==> src/rtl/sacf_ram.sv <==
// Generic single-port-write, single-port-read RAM with a registered read.
// No dependencies.
module sacf_ram #(
  parameter int WIDTH = 8,
  parameter int DEPTH = 16
) (
  input  logic                                   clk,
  input  logic                                   we,
  input  logic [((DEPTH > 1) ? $clog2(DEPTH) : 1)-1:0] waddr,
  input  logic [WIDTH-1:0]                       wdata,
  input  logic                                   re,
  input  logic [((DEPTH > 1) ? $clog2(DEPTH) : 1)-1:0] raddr,
  output logic [WIDTH-1:0]                       rdata
);

  logic [WIDTH-1:0] mem [DEPTH];

  // Write port.
  always_ff @(posedge clk) begin
    if (we) begin
      mem[waddr] <= wdata;
    end
  end

  // Registered read; the data holds while no read is issued.
  always_ff @(posedge clk) begin
    if (re) begin
      rdata <= mem[raddr];
    end
  end

endmodule

==> config.mk <==
export PLATFORM = sky130hd
export DESIGN_NAME = sacf_ram
export DESIGN_NICKNAME = d
export VERILOG_FILES = /design/src/rtl/sacf_ram.sv
export SDC_FILE = /design/constraint.sdc
export NUM_CORES = 1
export LEC_CHECK = 0
export BUFFER_PORTS_ARGS = -buffer_cell sky130_fd_sc_hd__buf_2
export CAP_MARGIN = 20
export CELL_PAD_IN_SITES_DETAIL_PLACEMENT = 2
export CELL_PAD_IN_SITES_GLOBAL_PLACEMENT = 2
export CORE_ASPECT_RATIO = 0.7
export CORE_MARGIN = 3
export CORE_UTILIZATION = 43
export DETAILED_ROUTE_END_ITERATION = 12
export GPL_ROUTABILITY_DRIVEN = 0
export PLACE_DENSITY = 0.81
export SLEW_MARGIN = 10
export SYNTH_ARGS = -nofsm -noshare
export SYNTH_HDL_FRONTEND = slang
export SYNTH_SLANG_ARGS = --single-unit
==> constraint.sdc <==
create_clock -name clk -period 1.73 [get_ports clk]
set_clock_uncertainty 0.15 [all_clocks]
set_input_delay 0.0865 -clock clk [delete_from_list [all_inputs] [get_ports clk]]
set_output_delay 0.0865 -clock clk [all_outputs]
set_load 0.1 [all_outputs]
==> results of run 1 <==
==> worst max-delay path, stage by stage (launching register included) <==
cell	delay, ns
sky130_fd_sc_hd__edfxtp_1	0.43
sky130_fd_sc_hd__mux4_1	0.56
sky130_fd_sc_hd__a22oi_2	0.19
sky130_fd_sc_hd__nand2_1	0.09
==> layer usage <==
layer	up-vias	GRT usage [%]	part of all wire (%)
met3	12	6.80	6.9
li1	1112	-	-
met4	0	6.38	1.0
met1	1415	31.4	43
met5	-	0	0
met2	98	35.9	49
==> area by class of cell <==
| cell class | count | area [µm²] |
|---|---|---|
| Sequential cell | 136 | 4080 |
| Multi-Input combinational cell | 83 | 1070 |
| Timing Repair Buffer | 58 | 430 |
| Tap cell | 157 | 196 |
| Clock buffer | 18 | 429 |
| Clock inverter | 14 | 220 |
| Fill cell | 1027 | 5380 |
==> timing repair <==
item                       in CTS  in global routing
setup endpoints to repair       2                  2
gates resized for setup         3                  4
gates cloned                    0                  0
pin swaps                       0                  0
hold endpoints to repair      136                  0
hold buffers                    9                  0
==> report_power, final <==
group          switching, mW  internal, mW
sequential            0.0325          3.71
combinational          0.340         0.171
clock                   1.43          2.57
==> state kept, by name, indices dropped and copies added, names as in the netlist <==
name and count:
rdata 8, mem 128
==> worst paths after layout <==
path	start	end	slack [ns]	cells after the start
hold / removal	waddr[0]	mem[8][5]	0.15	3
setup reg to reg	mem[5][1]	rdata[1]	0.05	3
setup / recovery	mem[5][1]	rdata[1]	0.05	3
hold reg to reg	mem[15][2]	rdata[2]	0.62	3
==> logic make-up (layout without fill, tap and decap cells) <==
logic type,after synthesis,in the layout,synth area share [%]
DFF,136,136,78.1
and+or+nand+nor,35,35,3.14
muxes,32,32,14.8
AOI/OAI and AO/OA,16,16,2.30
buffers and inverters,10,90,1.65
==> stage by stage <==
stage,cells,hold slack [ns],util [%]
4_1_cts,466,0.133,54.4
2_1_floorplan,229,0.0354,-
5_1_grt,466,0.153,54.4
3_5_place_dp,425,0.328,48.1
6_report,466,0.147,54.4
3_3_place_gp,425,0.323,48.1
==> placed cells by master, fill, tap and decap left out, drive strengths merged, types with 2 or more instances in the layout <==
cell and count:
nor3 4, edfxtp 136, nand2b 2, mux4 32
buf 49, bufinv 5, nand3b 2, clkbuf 18
nand2 9, nor2 13, clkinv 2, a22oi 16
dlygate4sd3 9, inv 3, clkinvlp 4
==> impl_summary.md, run 1 <==
Global route
The global-route wire length before repair is 21,200 µm. The total overflow left after global routing is 0. The initial antenna violation count is 0. Entering global routing, the biggest net connects 22 pins. Global routing used around 23% of the available tracks. The number of global-route vias before repair came to roughly 3,000.

Status
The run finished with clean final reports.

Final layout
The final antenna diode count is 0. The layout overhead on the synthesized area is 22.9%. The post-route netlist has between 30% and 40% of its cells at a drive strength greater than 1.

For this run, the post-layout net count is approximately 320. After routing the design area is 6430 µm².

Placed design
Timing analysis after detailed placement gives a worst setup slack of -0.137 ns. The placed wire-length estimate after detailed placement is approximately 8800 µm. In this run the tool buffered the top-level ports with 26 buffer cells. The area of placed instances is around 5700 µm².

Clocking
The clock reaches the later pin of the worst-skew pair after between 0.4 and 0.5 ns. The post-CTS setup-driven buffer insertion count is 0. The H-tree depth reported by CTS is 4. Counting every sink on the clock net gives ~140.

The clock tree from TritonCTS is yes. In this run, CTS created clock tree buffers numbering 17. After clock tree synthesis, the clock-pin slew on the worst setup and hold paths is around 0.06 ns. The tree is rooted in a sky130_fd_sc_hd__clkbuf_16.

The clock passes through at most 2 buffers.

Route
The post-detailed-route wirelength per cell is roughly 31 µm. The post-route DRC violation count is 0. In this run, the number of DRC markers left after iteration 0 of detailed routing was ~270. Summing over every cut layer, the via total after detailed routing is approximately 2,600. The overall routed net length is 14,300 µm. The detailed-routing iteration count for the pre-antenna-repair pass is 4. Once detail routing completed, the nets flagged for antenna violations numbered 0.

Using the TritonRoute via totals, the vias-per-cell ratio works out to 5.66.

Floorplanning
In this run the standard cell core region covers roughly 12,000 µm². The initialized floorplan defines 33 standard-cell rows. The die is ~98 µm tall. 27 I/O pins were placed. The initial utilization of the core area, before any placement, comes to 44.3%.

The die outline width is between 100 and 150 µm. The floorplan step defined a die boundary enclosing 13,500 µm².

STA
The normalized max-slew margin is 27.3%. Derived from the worst setup path, the maximum achievable clock frequency is roughly 600 MHz. At the pin with the least slew margin, the transition time is roughly 1.1 ns. Across all setup checks in the final design, the least slack found is about 0.053 ns. The fraction of the cycle the final worst path needs is roughly 97%. The final count of negative-setup-slack endpoints is 0.

The final max-slew violation count is 0. The final number of hold-violating endpoints is 0. Setup repair after global routing left no endpoint under its margin. The clock period could shrink to roughly 1.7 ns. In the final timing run, aggregate negative setup slack is 0 ns.

Worst setup path
The startpoint-to-endpoint class of the critical path is reg2reg. STA classifies the critical path endpoint as a flip-flop. STA puts the critical path data required time at roughly 1.7 ns. Along the worst path, the maximum fanout reaches 1. The critical path startpoint category is a flip-flop.

STA puts the critical path data arrival time at between 1.5 and 2 ns.

Synthesis
Sorting the synthesized cells by how often they occur yields sky130_fd_sc_hd__edfxtp_1, sky130_fd_sc_hd__mux4_2, sky130_fd_sc_hd__a22oi_1. The primary flip-flop cell chosen by synthesis mapping is sky130_fd_sc_hd__edfxtp_1. Synthesis handed over a netlist of around 230 instances.

Yosys instantiated no cell more often than sky130_fd_sc_hd__edfxtp_1. Of all cell types, the one taking the most synthesized area is sky130_fd_sc_hd__edfxtp_1. Summed over its instances, the top area cell type makes up approximately 80% of the synthesized netlist area. The number of distinct library cell variants in the gate-level netlist after synthesis is 18. For this run, the number of Yosys warnings is 0. By area the synthesized netlist is led by sky130_fd_sc_hd__edfxtp_1, sky130_fd_sc_hd__mux4_2, sky130_fd_sc_hd__mux4_1. The combined area of all synthesized cells is 5230 µm².

The sequential element share of the synthesized area is between 70% and 80%. For this run, asynchronously set or reset flops after synthesis account for 0%. The number of synthesized flops with an enable pin is between 100 and 150. Dividing the synthesized area by the synthesized cell count gives around 23 µm². The flip-flop and latch count after synthesis is 136. Synthesis produced a netlist with a net count of between 200 and 250.

Pwr
The design draws roughly 8.3 mW. In this run the power density over the cells is roughly 1300 nW/µm². Across the VDD grid, the largest voltage drop is 0.000669 V. Summed over all cells, the static leakage comes to around 2.2 nW.

Job
Across the run, the number of max-cap violations was 0.

Worst hold path
The min-delay analysis places its worst path in the category in2reg.
Power figures use the tool's default switching activity.
==> run 2, diff against run 1 <==
--- a/config.mk
+++ b/config.mk
@@ -5,11 +5,12 @@
 export SDC_FILE = /design/constraint.sdc
 export NUM_CORES = 1
 export LEC_CHECK = 0
+export ABC_AREA = 0
 export BUFFER_PORTS_ARGS = -buffer_cell sky130_fd_sc_hd__buf_2
 export CAP_MARGIN = 20
 export CELL_PAD_IN_SITES_DETAIL_PLACEMENT = 2
 export CELL_PAD_IN_SITES_GLOBAL_PLACEMENT = 2
-export CORE_ASPECT_RATIO = 0.7
+export CORE_ASPECT_RATIO = 2
 export CORE_MARGIN = 3
 export CORE_UTILIZATION = 43
 export DETAILED_ROUTE_END_ITERATION = 12
==> run 2 against run 1 <==
Worst setup slack better by 0.026 ns. Critical path depth unchanged. Register-to-register slack better by 0.03 ns. Global-route usage down 2.0 points. Highest routed layer unchanged. Non-clock buffer count down 1. Core utilization down 0.69 points.
==> impl_summary.md, run 2 (synthesis results as in run 1) <==
Status
The flow ran to the end, and the final reports show no timing, DRC or antenna violations.

Final layout
For this run, the post-layout net count is 314. The sequential cells in the finished layout cover a total of ~4000 µm². The library cells used most frequently in the layout, excluding fill and tap cells, are sky130_fd_sc_hd__edfxtp_1, sky130_fd_sc_hd__buf_2, sky130_fd_sc_hd__buf_4. The most common library cell in the layout ignoring fill and taps is sky130_fd_sc_hd__edfxtp_1. The register with the most flip-flops in the final layout is mem. The largest registers in the layout are mem: 128 flops, rdata: 8 flops.

The flip-flop count of the largest register, all copies and words added is between 100 and 150. The count of filler cells inserted in the layout is approximately 970. The utilization after layout is a little over half. The area of the multi-input gates is around 1100 µm². The fraction of layout cells with a size suffix above 1 is 32.1%. From synthesis to final layout, the design area changed by 21.7%. 0 antenna diodes ended up in the layout. The finished cells cover 6360 µm². The final standard cell count with taps included and fillers excluded is roughly 450.

Global route
The global-route wire length before repair is around 20,000 µm. The global-route usage over all layers is between 20% and 30%. The number of global-route vias before repair is just under 3,000. The initial antenna violation count is 0. The global route total overflow is 0. Entering global routing, the biggest net connects 33 pins.

Placed design
The placed wire-length estimate after detailed placement is roughly 8400 µm. At the placement stage, the worst setup path has a slack of -0.0834 ns. After detailed placement, the total cell area comes to about 5600 µm². In this run, placement finished with an instance count of around 400. The count of buffers added on input and output ports is 26.

Clocking
Clock tree synthesis selected as its root buffer the cell sky130_fd_sc_hd__clkbuf_16. The number of CTS-inserted buffers is 17. The clock slew seen by the registers of the worst setup and hold paths is about 0.07 ns.

The clock reaches the later pin of the worst-skew pair after ~0.42 ns. The buffer levels on the longest clock path is 2. The clock tree from TritonCTS is yes.

The post-CTS setup-driven buffer insertion count is 0. The clock drives 136 sinks. The H-tree generated during clock tree synthesis spans 4 levels.

Route
Using the TritonRoute via totals, the vias-per-cell ratio works out to between 5 and 6. The detailed-routing iteration count for the pre-antenna-repair pass is 4. Once detail routing completed, the nets flagged for antenna violations numbered 0.

In the final routed layout, each cell accounts on average for between 20 and 30 µm. For this block, the routed nets add up to ~13,000 µm of wire. For this block, the via count after detailed routing is approximately 2,600. The post-route DRC violation count is 0.

The count of routing violations after the opening detailed-route iteration is roughly 200.

Floorplanning
The starting utilization of the core area is between 40% and 50%. The floorplan die area is ~14,000 µm². The die outline width is 84.0 µm. The core outline area is ~12,000 µm². The standard-cell row count is 56. The height of the chip is between 150 and 200 µm.

Pin placement for this block handled 27 I/O pins.

STA
The worst pin sits at a relative slew slack of approximately 67%. The highest achievable clock rate is 605 MHz. The worst path needs ~1.7 ns of the cycle, external delays included. The final max-slew violation count is 0. Setup repair after global routing left no endpoint under its margin.

The final number of hold-violating endpoints came to 0. In the post-route analysis, the smallest setup slack over all paths is between 0.07 and 0.08 ns. The slew at the pin closest to its max-slew limit is 0.503 ns. The final count of negative-setup-slack endpoints is 0. The worst hold margin is ~0.11 ns. The fraction of the cycle the final worst path needs is between 90% and 100%.

Worst setup path
The startpoint-to-endpoint class of the critical path is reg2reg. The critical-path maximum fanout is 1. Data arrives at the worst endpoint at approximately 1.7 ns.

The worst setup path is captured at a flip-flop. STA puts the critical path data required time at around 1.7 ns. STA classifies the critical path startpoint as a flip-flop.

Pwr
VDD sags by at most roughly 0.00077 V. For this design the static power due to leakage is approximately 2.2 nW. The power density normalized to cell area is between 1000 and 1500 nW/µm².

Worst hold path
The worst hold path class is in2reg.

Job
Across the run, the number of max-cap violations was 0.
-- run 2: metal layers --
metal	wire, µm	global-route usage (%)
met5	0	0
met4	294	8.57
met3	480	4.52
met2	7090	36.3
met1	4980	25.2
-- run 2: timing repair --
action / CTS / global route
gates resized for setup: 0 / 1
setup endpoints to repair: 0 / 1
endpoints found under the hold margin: 136 / 0
hold buffers: 9 / 0
-- run 2: path summary, 6_finish.rpt --
path	to	cells after the start	slack, ns	startpoint
setup reg to reg	rdata[1]	3	0.08	mem[1][1]
setup / recovery	rdata[1]	3	0.08	mem[1][1]
hold reg to reg	rdata[0]	3	0.61	mem[12][0]
hold / removal	mem[4][6]	3	0.11	waddr[0]
-- run 2: per-stage QoR --
step / TNS (ns) / power, mW
after detailed placement: -0.244 / 4.28
after global placement: -0.0000702 / 4.25
after CTS: 0 / 8.14
after floorplan: 0 / 4.10
after global routing: 0 / 8.30
final: 0 / 8.05
-- run 2: cell type report --
cell class | count | area share [%]
clock buffer | 18 | 6.75
clock inverter | 14 | 3.07
multi-input combinational | 83 | 16.7
sequential | 136 | 64.2
tap | 145 | 2.85
timing repair buffer | 57 | 6.45
-- run 2: where the power goes --
| group | switching, mW | leakage, nW | internal, mW |
|---|---|---|---|
| Clock | 1.40 | 0.305 | 2.42 |
| Combinational | 0.329 | 0.636 | 0.164 |
| Sequential | 0.0207 | 1.24 | 3.71 |
| Total | 1.75 | 2.18 | 6.30 |
-- run 2: critical path, stage by stage (launching register included) --
cell and delay (ns):
sky130_fd_sc_hd__edfxtp_1 0.39, sky130_fd_sc_hd__mux4_1 0.55, sky130_fd_sc_hd__a22oi_2 0.21, sky130_fd_sc_hd__nand2_1 0.10
==> run 3, diff against run 2 <==
--- a/config.mk
+++ b/config.mk
@@ -12,11 +12,10 @@
 export CELL_PAD_IN_SITES_GLOBAL_PLACEMENT = 2
 export CORE_ASPECT_RATIO = 2
 export CORE_MARGIN = 3
-export CORE_UTILIZATION = 43
+export CORE_UTILIZATION = 35
 export DETAILED_ROUTE_END_ITERATION = 12
 export GPL_ROUTABILITY_DRIVEN = 0
-export PLACE_DENSITY = 0.81
-export SLEW_MARGIN = 10
+export PLACE_DENSITY = 0.69
 export SYNTH_ARGS = -nofsm -noshare
 export SYNTH_HDL_FRONTEND = slang
 export SYNTH_SLANG_ARGS = --single-unit
==> constraint.sdc (replaced) <==
create_clock -name clk -period 1.73 [get_ports clk]
set_clock_uncertainty 0.15 [all_clocks]
set_input_delay 0.346 -clock clk [delete_from_list [all_inputs] [get_ports clk]]
set_output_delay 0.346 -clock clk [all_outputs]
set_load 0.1 [all_outputs]
==> run 3 against run 2 <==
Sequential power hardly changed. Count of clock-buffer cells in the layout stayed put. Final cell count rose by 9.1%. Critical path type is now reg2out. Critical endpoint is now rdata[2]. Largest cell class unchanged. Largest power group is now registers.
==> impl_summary.md, run 3 (synthesis results as in run 1) <==
Global route
The global-route wire length before repair is 19,200 µm. The global-route usage over all layers is 16.7%. The number of global-route vias before repair came to ~3,000. The largest net degree at the start of global routing is 24. The initial antenna violation count is 0.

For this run the aggregate overflow at the end of global routing stands at 0.

Route
The post-detailed-route wirelength per cell is 25.4 µm. The final route contains about 2,500 vias. The count of routing violations after the opening detailed-route iteration is 178. Using the TritonRoute via totals, the vias-per-cell ratio works out to 5.16. Wires add up to 12,600 µm. For this run, the detailed router's first-pass iteration total came to 4. After detailed routing, the number of remaining DRC violations is 0. The number of nets with antenna violations after detailed routing is 0.

Final layout
After the last flow step, the layout net total stands at slightly above 300. The register with the most flip-flops in the layout has 128 of them. The register containing the most flip-flops in the final layout is mem. The most common library cell in the layout ignoring fill and taps is sky130_fd_sc_hd__edfxtp_1. In the final layout, the registers with the most flip-flops are mem: 128 flops, rdata: 8 flops. The utilization after layout is between 40% and 50%. The fraction of layout cells with a size suffix above 1 is roughly 36%. The layout overhead on the synthesized area is 21.3%. The area of all placed cells without fillers is approximately 6300 µm².

0 antenna diodes ended up in the layout. In the layout the commonest cells are sky130_fd_sc_hd__edfxtp_1, sky130_fd_sc_hd__mux4_2, sky130_fd_sc_hd__buf_4.

Pwr
Summed over all nets, the switching power comes to approximately 1.7 mW. VDD sags by at most 0.000634 V. For this design the static power due to leakage is roughly 2.1 nW. The internal power is ~6.3 mW. The part of the power in the clock network is 46.9%.

Combinational logic is responsible for just over 6% of the overall power. The switching share of power is 21.2%. The sequential group share of total power is a little under half. The power density normalized to cell area is ~1300 nW/µm².

STA
The slew at the pin closest to its max-slew limit is about 0.85 ns. Setup violations remaining at the end of the flow were counted as 0. The highest achievable clock rate is 592 MHz. Across all setup checks in the final design, the least slack found is 0.0402 ns. The time the worst path needs with I/O delays and setup is around 1.7 ns.

Dividing the final minimum period by the clock period gives between 90% and 100%. Hold timing on the final database bottoms out at a slack of approximately 0.17 ns. The final number of hold-violating endpoints is 0. The final max-slew violation count is 0. The sum of negative setup slack is 0 ns. Headroom to the max-slew limit came out at a little over two fifths. Setup repair after global routing left no endpoint under its margin.

Clocking
The number of hold buffers added after cts is 0. The cell sitting at the root of the clock tree is a sky130_fd_sc_hd__clkbuf_16. The buffer levels on the longest clock path is 2. The H-tree depth reported by CTS is 4.

Clock-pin slew was measured on the worst setup and hold paths at 0.06 ns. The clock network latency to the later pin of the worst-skew pair is a little over 0.4 ns. In this run, CTS created clock tree buffers numbering 17. The clock drives 136 sinks. TritonCTS built the clock tree.

Worst setup path
The signal on the critical path passes through buf_2. The worst setup path is launched from a flip-flop. For the worst setup path, the data arrival time is 1.19 ns. The family with the most delay on the worst path is buffers and inverters. The startpoint-to-endpoint class of the critical path is reg2out. For the worst setup path, the data required time is 1.23 ns. The largest individual stage delay along the critical path comes from the cell sky130_fd_sc_hd__buf_2. The delay of the slowest cell on the worst path is 0.44 ns. The type of destination of the critical path is a primary output.

The critical-path maximum fanout is 1. Counting both buffers and inverters, the worst setup path holds a total of 1.

Floorplanning
The region available for standard cell placement spans 14,500 µm². The standard-cell row count is 62. Once the floorplan was initialized, standard cells occupied between 30% and 40% of the core. The die covers between 15,000 and 20,000 µm². From left edge to right edge, the die measures 92.4 µm.

The die is between 150 and 200 µm tall. The number of ports placed on the die boundary is 27.

Status
The flow ran to the end, and the final reports show no timing, DRC or antenna violations.

Placed design
The count of buffers added on input and output ports is 26. The placed wire-length estimate after detailed placement is ~8600 µm. Prior to clock tree synthesis, the placed netlist has a worst setup slack of -0.360 ns. The area of placed instances is ~5700 µm².

Worst hold path
The worst hold path belongs to the class in2reg.

Job
The tool flagged a number of max-cap violations equal to 0.
## run 3: per-layer routing
layer | vias to the layer above | part of all wire [%] | GRT usage, %
met5 | - | 0 | 0
met4 | 0 | 2.4 | 6.58
met3 | 18 | 3.2 | 3.28
met2 | 69 | 58 | 31.4
met1 | 1365 | 36 | 18.1
li1 | 1096 | - | -
## run 3: power by group through the flow
| stage | Sequential [mW] | Combinational [mW] | Clock (mW) |
|---|---|---|---|
| 2_1_floorplan | 3.91 | 0.194 | 0 |
| 3_3_place_gp | 3.80 | 0.468 | 0 |
| 3_5_place_dp | 3.81 | 0.491 | 0 |
| 4_1_cts | 3.74 | 0.498 | 3.80 |
| 5_1_grt | 3.74 | 0.522 | 3.94 |
| 6_report | 3.74 | 0.486 | 3.73 |
## run 3: timing repair
action                                  4_1_cts  5_1_grt
resized for setup                             2        1
hold endpoints to repair                      0        0
pin swaps                                     0        0
endpoints found under the setup margin        2        1
setup buffers                                 0        0
## run 3: worst paths after layout
path	endpoint	slack, ns	start	depth (start not counted)
hold / removal	mem[1][1]	0.17	wdata[1]	1
hold reg to reg	rdata[5]	0.62	mem[13][5]	3
setup reg to reg	rdata[0]	0.11	mem[2][0]	3
setup / recovery	rdata[2]	0.04	rdata[2]	1
## run 3: area by class of cell
type	instances	area, µm²
repair buffers	52	368
flip-flops and latches	136	4080
clock buffers	18	429
well taps	192	240
multi-input cells	83	1040
clock inverters	13	180
fillers	1345	8160
## run 3: stage by stage
stage	power, mW	instances
global placement	4.27	463
floorplan	4.11	229
finish	7.96	494
detailed placement	4.30	463
CTS	8.04	494
global route	8.21	494
